--- src/rtl/core/fxalu_pkg.sv ---
package fxalu_pkg;

  typedef enum logic [3:0] {
    ACT_ADD     = 4'd0,
    ACT_SUB     = 4'd1,
    ACT_MUL     = 4'd2,
    ACT_DIV     = 4'd3,
    ACT_MIN     = 4'd4,
    ACT_MAX     = 4'd5,
    ACT_INC     = 4'd6,
    ACT_DEC     = 4'd7,
    ACT_FROMINT = 4'd8,
    ACT_TOINT   = 4'd9
  } action_e;

  // Operation class picked by the front end.
  typedef enum logic [1:0] {
    CLS_SIMPLE = 2'd0,
    CLS_MUL    = 2'd1,
    CLS_DIV    = 2'd2
  } class_e;

  localparam int unsigned DataW = 32;

  // Input beat.
  typedef struct packed {
    logic [3:0]        action;
    logic signed [31:0] operand_a;
    logic signed [31:0] operand_b;
  } in_beat_t;

  // Output beat.
  typedef struct packed {
    logic signed [31:0] result_value;
    logic               a_less;
    logic               a_equal;
    logic               a_greater;
    logic               divide_by_zero;
    logic               saturated;
  } out_beat_t;

endpackage

--- src/rtl/core/fxalu_front.sv ---
// Front end: classifies the action, computes compare flags and simple results.
module fxalu_front #(
  parameter int unsigned FRAC_BITS = 8
) (
  input  logic                clk_i,
  input  logic                rst_ni,
  input  logic                in_valid_i,
  output logic                in_ready_o,
  input  fxalu_pkg::in_beat_t in_beat_i,
  output logic                q_valid_o,
  input  logic                q_ready_i,
  output logic [1:0]          q_cls_o,
  output logic                q_neg_o,
  output logic [31:0]         q_ma_o,
  output logic [31:0]         q_mb_o,
  output fxalu_pkg::out_beat_t q_beat_o
);
  localparam int unsigned W = 34 + FRAC_BITS;

  logic signed [31:0] a, b;
  logic signed [W-1:0] ax, bx, sum;
  logic [3:0] act;
  logic signed [31:0] res;
  logic sat;
  logic [1:0] cls;
  logic valid_q;
  logic [1:0] cls_q;
  logic neg_q;
  logic [31:0] ma_q, mb_q;
  fxalu_pkg::out_beat_t beat_q;

  assign a   = in_beat_i.operand_a;
  assign b   = in_beat_i.operand_b;
  assign act = in_beat_i.action;
  assign ax  = W'(a);
  assign bx  = W'(b);

  // Simple-action datapath with clipping.
  always_comb begin
    sum = '0;
    res = '0;
    sat = 1'b0;
    cls = fxalu_pkg::CLS_SIMPLE;
    case (act)
      fxalu_pkg::ACT_ADD:     sum = ax + bx;
      fxalu_pkg::ACT_SUB:     sum = ax - bx;
      fxalu_pkg::ACT_INC:     sum = ax + W'(1);
      fxalu_pkg::ACT_DEC:     sum = ax - W'(1);
      fxalu_pkg::ACT_FROMINT: sum = ax <<< FRAC_BITS;
      fxalu_pkg::ACT_MIN:     sum = (a < b) ? ax : bx;
      fxalu_pkg::ACT_MAX:     sum = (a > b) ? ax : bx;
      fxalu_pkg::ACT_TOINT:   sum = ax >>> FRAC_BITS;
      fxalu_pkg::ACT_MUL:     cls = fxalu_pkg::CLS_MUL;
      fxalu_pkg::ACT_DIV:     cls = fxalu_pkg::CLS_DIV;
      default:                sum = '0;
    endcase
    if (sum > W'(64'sh7FFFFFFF)) begin
      res = 32'sh7FFFFFFF;
      sat = 1'b1;
    end else if (sum < -W'(64'sh80000000)) begin
      res = 32'sh80000000;
      sat = 1'b1;
    end else begin
      res = sum[31:0];
    end
  end

  // Output register; takes a beat whenever the slot is free or draining.
  assign in_ready_o = !valid_q || q_ready_i;

  always_ff @(posedge clk_i or negedge rst_ni) begin
    if (!rst_ni) begin
      valid_q <= 1'b0;
    end else if (in_ready_o) begin
      valid_q <= in_valid_i;
    end
  end

  always_ff @(posedge clk_i) begin
    if (in_ready_o && in_valid_i) begin
      cls_q <= cls;
      neg_q <= a[31] ^ b[31];
      ma_q  <= a[31] ? 32'(-a) : a;
      mb_q  <= b[31] ? 32'(-b) : b;
      beat_q.result_value   <= res;
      beat_q.a_less         <= a < b;
      beat_q.a_equal        <= a == b;
      beat_q.a_greater      <= a > b;
      beat_q.divide_by_zero <= (cls == fxalu_pkg::CLS_DIV) && (b == '0);
      beat_q.saturated      <= sat;
    end
  end

  assign q_valid_o = valid_q;
  assign q_cls_o   = cls_q;
  assign q_neg_o   = neg_q;
  assign q_ma_o    = ma_q;
  assign q_mb_o    = mb_q;
  assign q_beat_o  = beat_q;
endmodule

--- config.mk ---
export PLATFORM = sky130hd
export DESIGN_NAME = fxalu_front
export DESIGN_NICKNAME = d
export VERILOG_FILES = /design/src/rtl/core/fxalu_pkg.sv /design/src/rtl/core/fxalu_front.sv
export SDC_FILE = /design/constraint.sdc
export NUM_CORES = 1
export LEC_CHECK = 0
export ABC_AREA = 1
export BUFFER_PORTS_ARGS = -buffer_cell sky130_fd_sc_hd__buf_2
export CORE_MARGIN = 8
export CORE_UTILIZATION = 50
export CTS_BUF_LIST = sky130_fd_sc_hd__clkbuf_4
export DETAILED_ROUTE_END_ITERATION = 6
export PLACE_DENSITY = 0.71
export SETUP_SLACK_MARGIN = 0.4
export SLEW_MARGIN = 30
export SYNTH_ARGS = -nofsm -noshare
export SYNTH_HDL_FRONTEND = slang
export SYNTH_SLANG_ARGS = --single-unit
--- constraint.sdc ---
create_clock -name clk_i -period 7.3 [get_ports clk_i]
set_input_delay 0.73 -clock clk_i [delete_from_list [all_inputs] [get_ports clk_i]]
set_output_delay 0.73 -clock clk_i [all_outputs]
set_load 0.005 [all_outputs]
* Word level (Yosys, flattened, before mapping)
Index checks and enable logic that the tools add are counted.
Word-level totals: bits in registers 105, latch bits 0, memory bits (writable) 0, ROM bits 0, input bits 72, output and inout port bits 106, logic and storage cells 49, memories kept 0
Operators by class: add/subtract/negate cells 6, $mul 0, div/mod/pow operators 0, magnitude comparators 4, equality and inequality tests 11, shifts and indexed selects 0, multiplexer cells 8, bitwise logic cells 1, reductions and logical operators 6
Operators by type and width (count):
- $pmux W42 S8 | 1
- $mux W42 | 2
- $neg A32 Y32 | 2
- $mux W31 | 2
- $gt A42 B32 Y1 const B | 1
- $lt A42 B32 Y1 const B | 1
- $add A32 B2 Y33 const B | 1
- $add A32 B32 Y33 | 1
- $sub A32 B2 Y33 const B | 1
- $sub A32 B32 Y33 | 1
- $eq A32 B32 Y1 | 1
- $gt A32 B32 Y1 | 1
- $logic_not A32 Y1 | 1
- $lt A32 B32 Y1 | 1
- $mux W32 | 1
- $eq A4 B3 Y1 const B | 4
- $eq A4 B2 Y1 const B | 2
- $eq A4 B4 Y1 const B | 2
- $eq A4 B1 Y1 const B | 1
- $logic_not A4 Y1 | 1
- $pmux W2 S2 | 1
- $eq A2 B2 Y1 const B | 1
- $logic_and A1 B1 Y1 | 2
- $logic_not A1 Y1 | 1
- other kinds (3) | 3

* Depth between registers and ports, before layout
depth in word-level cells 5, mapped depth 30

* Worst setup path before layout
No wires, ideal clock.
kind input to register, start point input port in_valid_i, end point register beat_q (netlist bit q_beat_o[0]), enable pin, setup time 0.601 ns, arrival 5.789 ns, required time 6.699 ns, path slack 0.910 ns, stages 2, buffers on the path 0, cells stage by stage inv_1 > a21oi_1
Between the ends: longest elaborated chain between the ends 1
RTL lines:
- from (decl) | RTL line fxalu_front.sv:7 | input logic in_valid_i,
- $logic_and A1 B1 Y1 | RTL line fxalu_front.sv:80 | if (in_ready_o && in_valid_i) begin
- to (decl) | RTL line fxalu_front.sv:30 | fxalu_pkg::out_beat_t beat_q;
No other way between the ends. A chain may end at the register's enable or synchronous reset.

* Worst setup path in the final report
start point input port in_beat_i[31] (netlist name), end point register beat_q (netlist bit q_beat_o[29]) (data pin)
Between the ends: longest elaborated chain between the ends 5, elaborated cells between the ends (all ways) 10
RTL lines:
- from (decl) | RTL line fxalu_front.sv:9 | input fxalu_pkg::in_beat_t in_beat_i,
- $gt A32 B32 Y1 or $lt A32 B32 Y1 (tied branches) | RTL line fxalu_front.sv:51, fxalu_front.sv:50
- $mux W42 (on tied branches) | RTL line fxalu_front.sv:51, fxalu_front.sv:50
- $pmux W42 S8 (*) | RTL line fxalu_front.sv:44 | case (act)
- $lt A42 B32 Y1 | RTL line fxalu_front.sv:60 | end else if (sum < -W'(64'sh80000000)) begin
- $mux W32 | RTL line fxalu_front.sv:60
Every way passes the cells marked *; elsewhere a longest branch is shown, timed or not.

==> flow_metrics.tcl <==
set metrics [dict create \
    avgSynthCellArea_sq_um 5.969 \
    cp.required_ns 7.55 \
    cpMostUsedCell "nand2_1" \
    drt_wl_total_um 62000 \
    critPathSlowestCell "nor4_1" \
    layoutNonFillerInstCount 2735 \
    setup_viol 0 \
    fin_crit_ns 5.242 \
    max_freq_mhz 190.8 \
    drv_cap 0 \
    cts.sinks 105 \
    dr.first_iter.drc_count 2485 \
    worstSetupStartpointType "input pin" \
    slew_violations 0 \
    layout_commonest_cell "nand2_1" \
    vias 16760 \
    post-place-cells 2717 \
    clkTransAtPathRegs_ns 0.21 \
    grt_pass1_wl_um 91960 \
    arrival_ns 5.49 \
    numCtsBuffers 9 \
    gp_congestion 1.097 \
    total_leakage_power_nw 7.002 \
    grt-ovfl-total 0 \
    final_net_count 2529 \
    ys_seq_area_share_pct 23.32 \
    drive_above_1_share_pct 10.99 \
    io_pins 178 \
    hold_viol_final 0 \
    syn_nets 2403 \
    grt_usage_pct 36.56 \
    grt_pass1_vias 15370 \
    die_x_um 180.3 \
    drc_errors 0 \
    crit_fanout 46 \
    dr.pass1.iters 7 \
    cts_resized 0 \
    antenna_found_initial 1 \
    p_total_mw 2.010 \
    tightest_slew_ns 0.9828 \
    synth_cell_types 52 \
    syn_inst 2262 \
    yosys_most_used_dff "edfxtp_1" \
    async_flop_share_pct 0.9524 \
    finalSetupTns_ns 0 \
    whs_ns 0.4235 \
    syn_area_sq_um 13500 \
    rsz0062_at_grt "false" \
    fin_skew_ns 0.03309 \
    post_drt_via_cell_ratio 6.127 \
    finalCritPeriodShare_pct 71.81 \
    insertion_delay_ns 0.52 \
    htree_levels 3 \
    ir_drop_v 0.00009012 \
    max-slew-margin-rel_pct 34.32 \
    slowest_delay_ns 0.68 \
    grt_max_degree 75 \
    ys_warn_count 0 \
    drt-wirelength-per-cell_um 22.67 \
    port_buffers 177 \
    fin_util_pct 54.94 \
    cp-end-kind "register" \
    die-height_um 180.3 \
    postCtsSetupBuffers 0 \
    dp_hpwl_um 49500 \
    synth_edf_count 104 \
    areaGrowthSynthToFinish_pct 8.748 \
    power.density_nw_per_um2 136.9 \
    fp-row-count 60 \
    start_util_pct 50.52 \
    cp_top_family "simple AND/OR/NAND/NOR gates" \
    crit_chain "buf_2 -> inv_1 -> ha_1 -> inv_2 -> nor4_1 -> nand4_2 -> buf_4 -> nand3_4 -> inv_1 -> nand2_1 -> nand3_1 -> nand4_1 -> nand2_1 -> nor2_1 -> nand2_1 -> nor2_1 -> nand2_1 -> nand3_4 -> nand2_1" \
    cts_root_buf "clkbuf_4" \
    cts_tree "built" \
    path_class "input pin to register" \
    final_cell_mix "nand2_1 (666), nor2_1 (340), nand3_1 (242)" \
    outcome "complete, no violations" \
    dieArea_sq_um 32520 \
    clk_path_buf_depth 2 \
    worst_hold_path_type "input pin to register" \
    critPathBufInv 5 \
    core_area_sq_um 26730 \
    ys_ff_latch 105 \
    ant_nets 0 \
]
==> cell families (layout without fill, tap and decap cells) <==
| kind of cell | Yosys count | count (layout) | share of synthesized area, % |
|---|---|---|---|
| xor gates and xnor gates | 61 | 61 | 3.957 |
| and+or+nand+nor | 1412 | 1412 | 44.67 |
| adders and majority gates | 69 | 69 | 6.505 |
| other | 0 | 1 | 0 |
| AOI/OAI and AO/OA | 284 | 284 | 11.56 |
| DFF | 105 | 105 | 23.32 |
| buffers and inverters | 331 | 462 | 9.999 |
==> synthesized netlist by cell type (3+ instances only) <==
cell type / number / area share (%)
nand2_1: 667 / 19
nor2_1: 342 / 9.5
nand3_1: 242 / 9.0
inv_1: 241 / 6.7
o21ai_0: 118 / 4.4
a21oi_1: 105 / 3.9
edfxtp_1: 104 / 23
ha_1: 67 / 6.2
xor2_1: 61 / 4.0
nor3_1: 54 / 2.0
nand4_1: 45 / 2.1
clkbuf_1: 42 / 1.2
nand2_2: 25 / 1.2
buf_2: 20 / 0.74
o22ai_1: 14 / 0.65
o21bai_1: 13 / 0.72
clkinv_1: 10 / 0.28
a31oi_1: 9 / 0.42
nor4_1: 8 / 0.37
buf_4: 6 / 0.33
buf_6: 5 / 0.42
and2_1: 4 / 0.19
inv_2: 4 / 0.11
nand3b_1: 4 / 0.22
a211oi_1: 3 / 0.17
a21o_1: 3 / 0.17
a21oi_2: 3 / 0.19
nand2_4: 3 / 0.25
nand3_2: 3 / 0.22
nand3_4: 3 / 0.39
nor2_2: 3 / 0.14
o211ai_1: 3 / 0.17
o21ai_1: 3 / 0.11
o221ai_1: 3 / 0.19
==> worst reg2reg max path: cells and delay by family, from the launching register on <==
family,cells,cell delay [ns]
AOI/OAI and AO/OA,1,0.15
DFF,1,0.47
buffers and inverters,2,1.18
==> repair_timing <==
action / 4_1_cts / 5_1_grt
endpoints found under the setup margin: 0 / 0
endpoints found under the hold margin: 1 / 0
hold buffers: 1 / 0
==> layer usage <==
layer	track usage (%)	wire length, um
met1	48.88	23620
met2	55.79	26750
met3	7.097	8398
met4	17.72	3242
met5	0	0
==> report_power, final <==
group	internal (mW)	switching [mW]	total (mW)	leakage (nW)
Combinational	0.255	0.678	0.933	5.94
Clock	0.0828	0.250	0.333	0.0754
Sequential	0.733	0.0112	0.744	0.988
Total	1.07	0.939	2.01	7.00
==> sequential cells by signal, indices dropped and copies added, names as in the netlist <==
register and count:
q_beat_o 37, q_cls_o 2, q_ma_o 32, q_mb_o 32, q_neg_o 1, q_valid_o 1
==> cell type report <==
class	instances	area (sq um)
fill	2885	12040
sequential	105	3148
timing repair buffer	191	993.5
tap	341	426.7
clock inverter	6	57.56
antenna	1	2.502
clock buffer	10	75.07
inverter	255	957.2
multi-input combinational	1826	9022
==> through the flow <==
| step | worst slack, ns | instance area [sq um] |
|---|---|---|
| after floorplan | 0.9104 | 13500 |
| after global placement | 1.746 | 14540 |
| after detailed placement | 1.612 | 14540 |
| after CTS | 2.186 | 14680 |
| after global routing | 1.919 | 14680 |
| final | 2.058 | 14680 |
==> worst paths after layout <==
path                           endpoint          start  cells after the start  slack (ns)
setup / recovery           q_beat_o[29]  in_beat_i[31]                     19        2.06
hold / removal                q_valid_o     in_valid_i                      3        0.42
setup reg to reg              q_ma_o[9]      q_valid_o                      3        5.05
hold reg to reg               q_valid_o      q_valid_o                      2        0.62
max in group asynchronous     q_valid_o         rst_ni                      2        6.74
min in group asynchronous     q_valid_o         rst_ni                      2        0.48
Power figures use the tool's default switching activity.
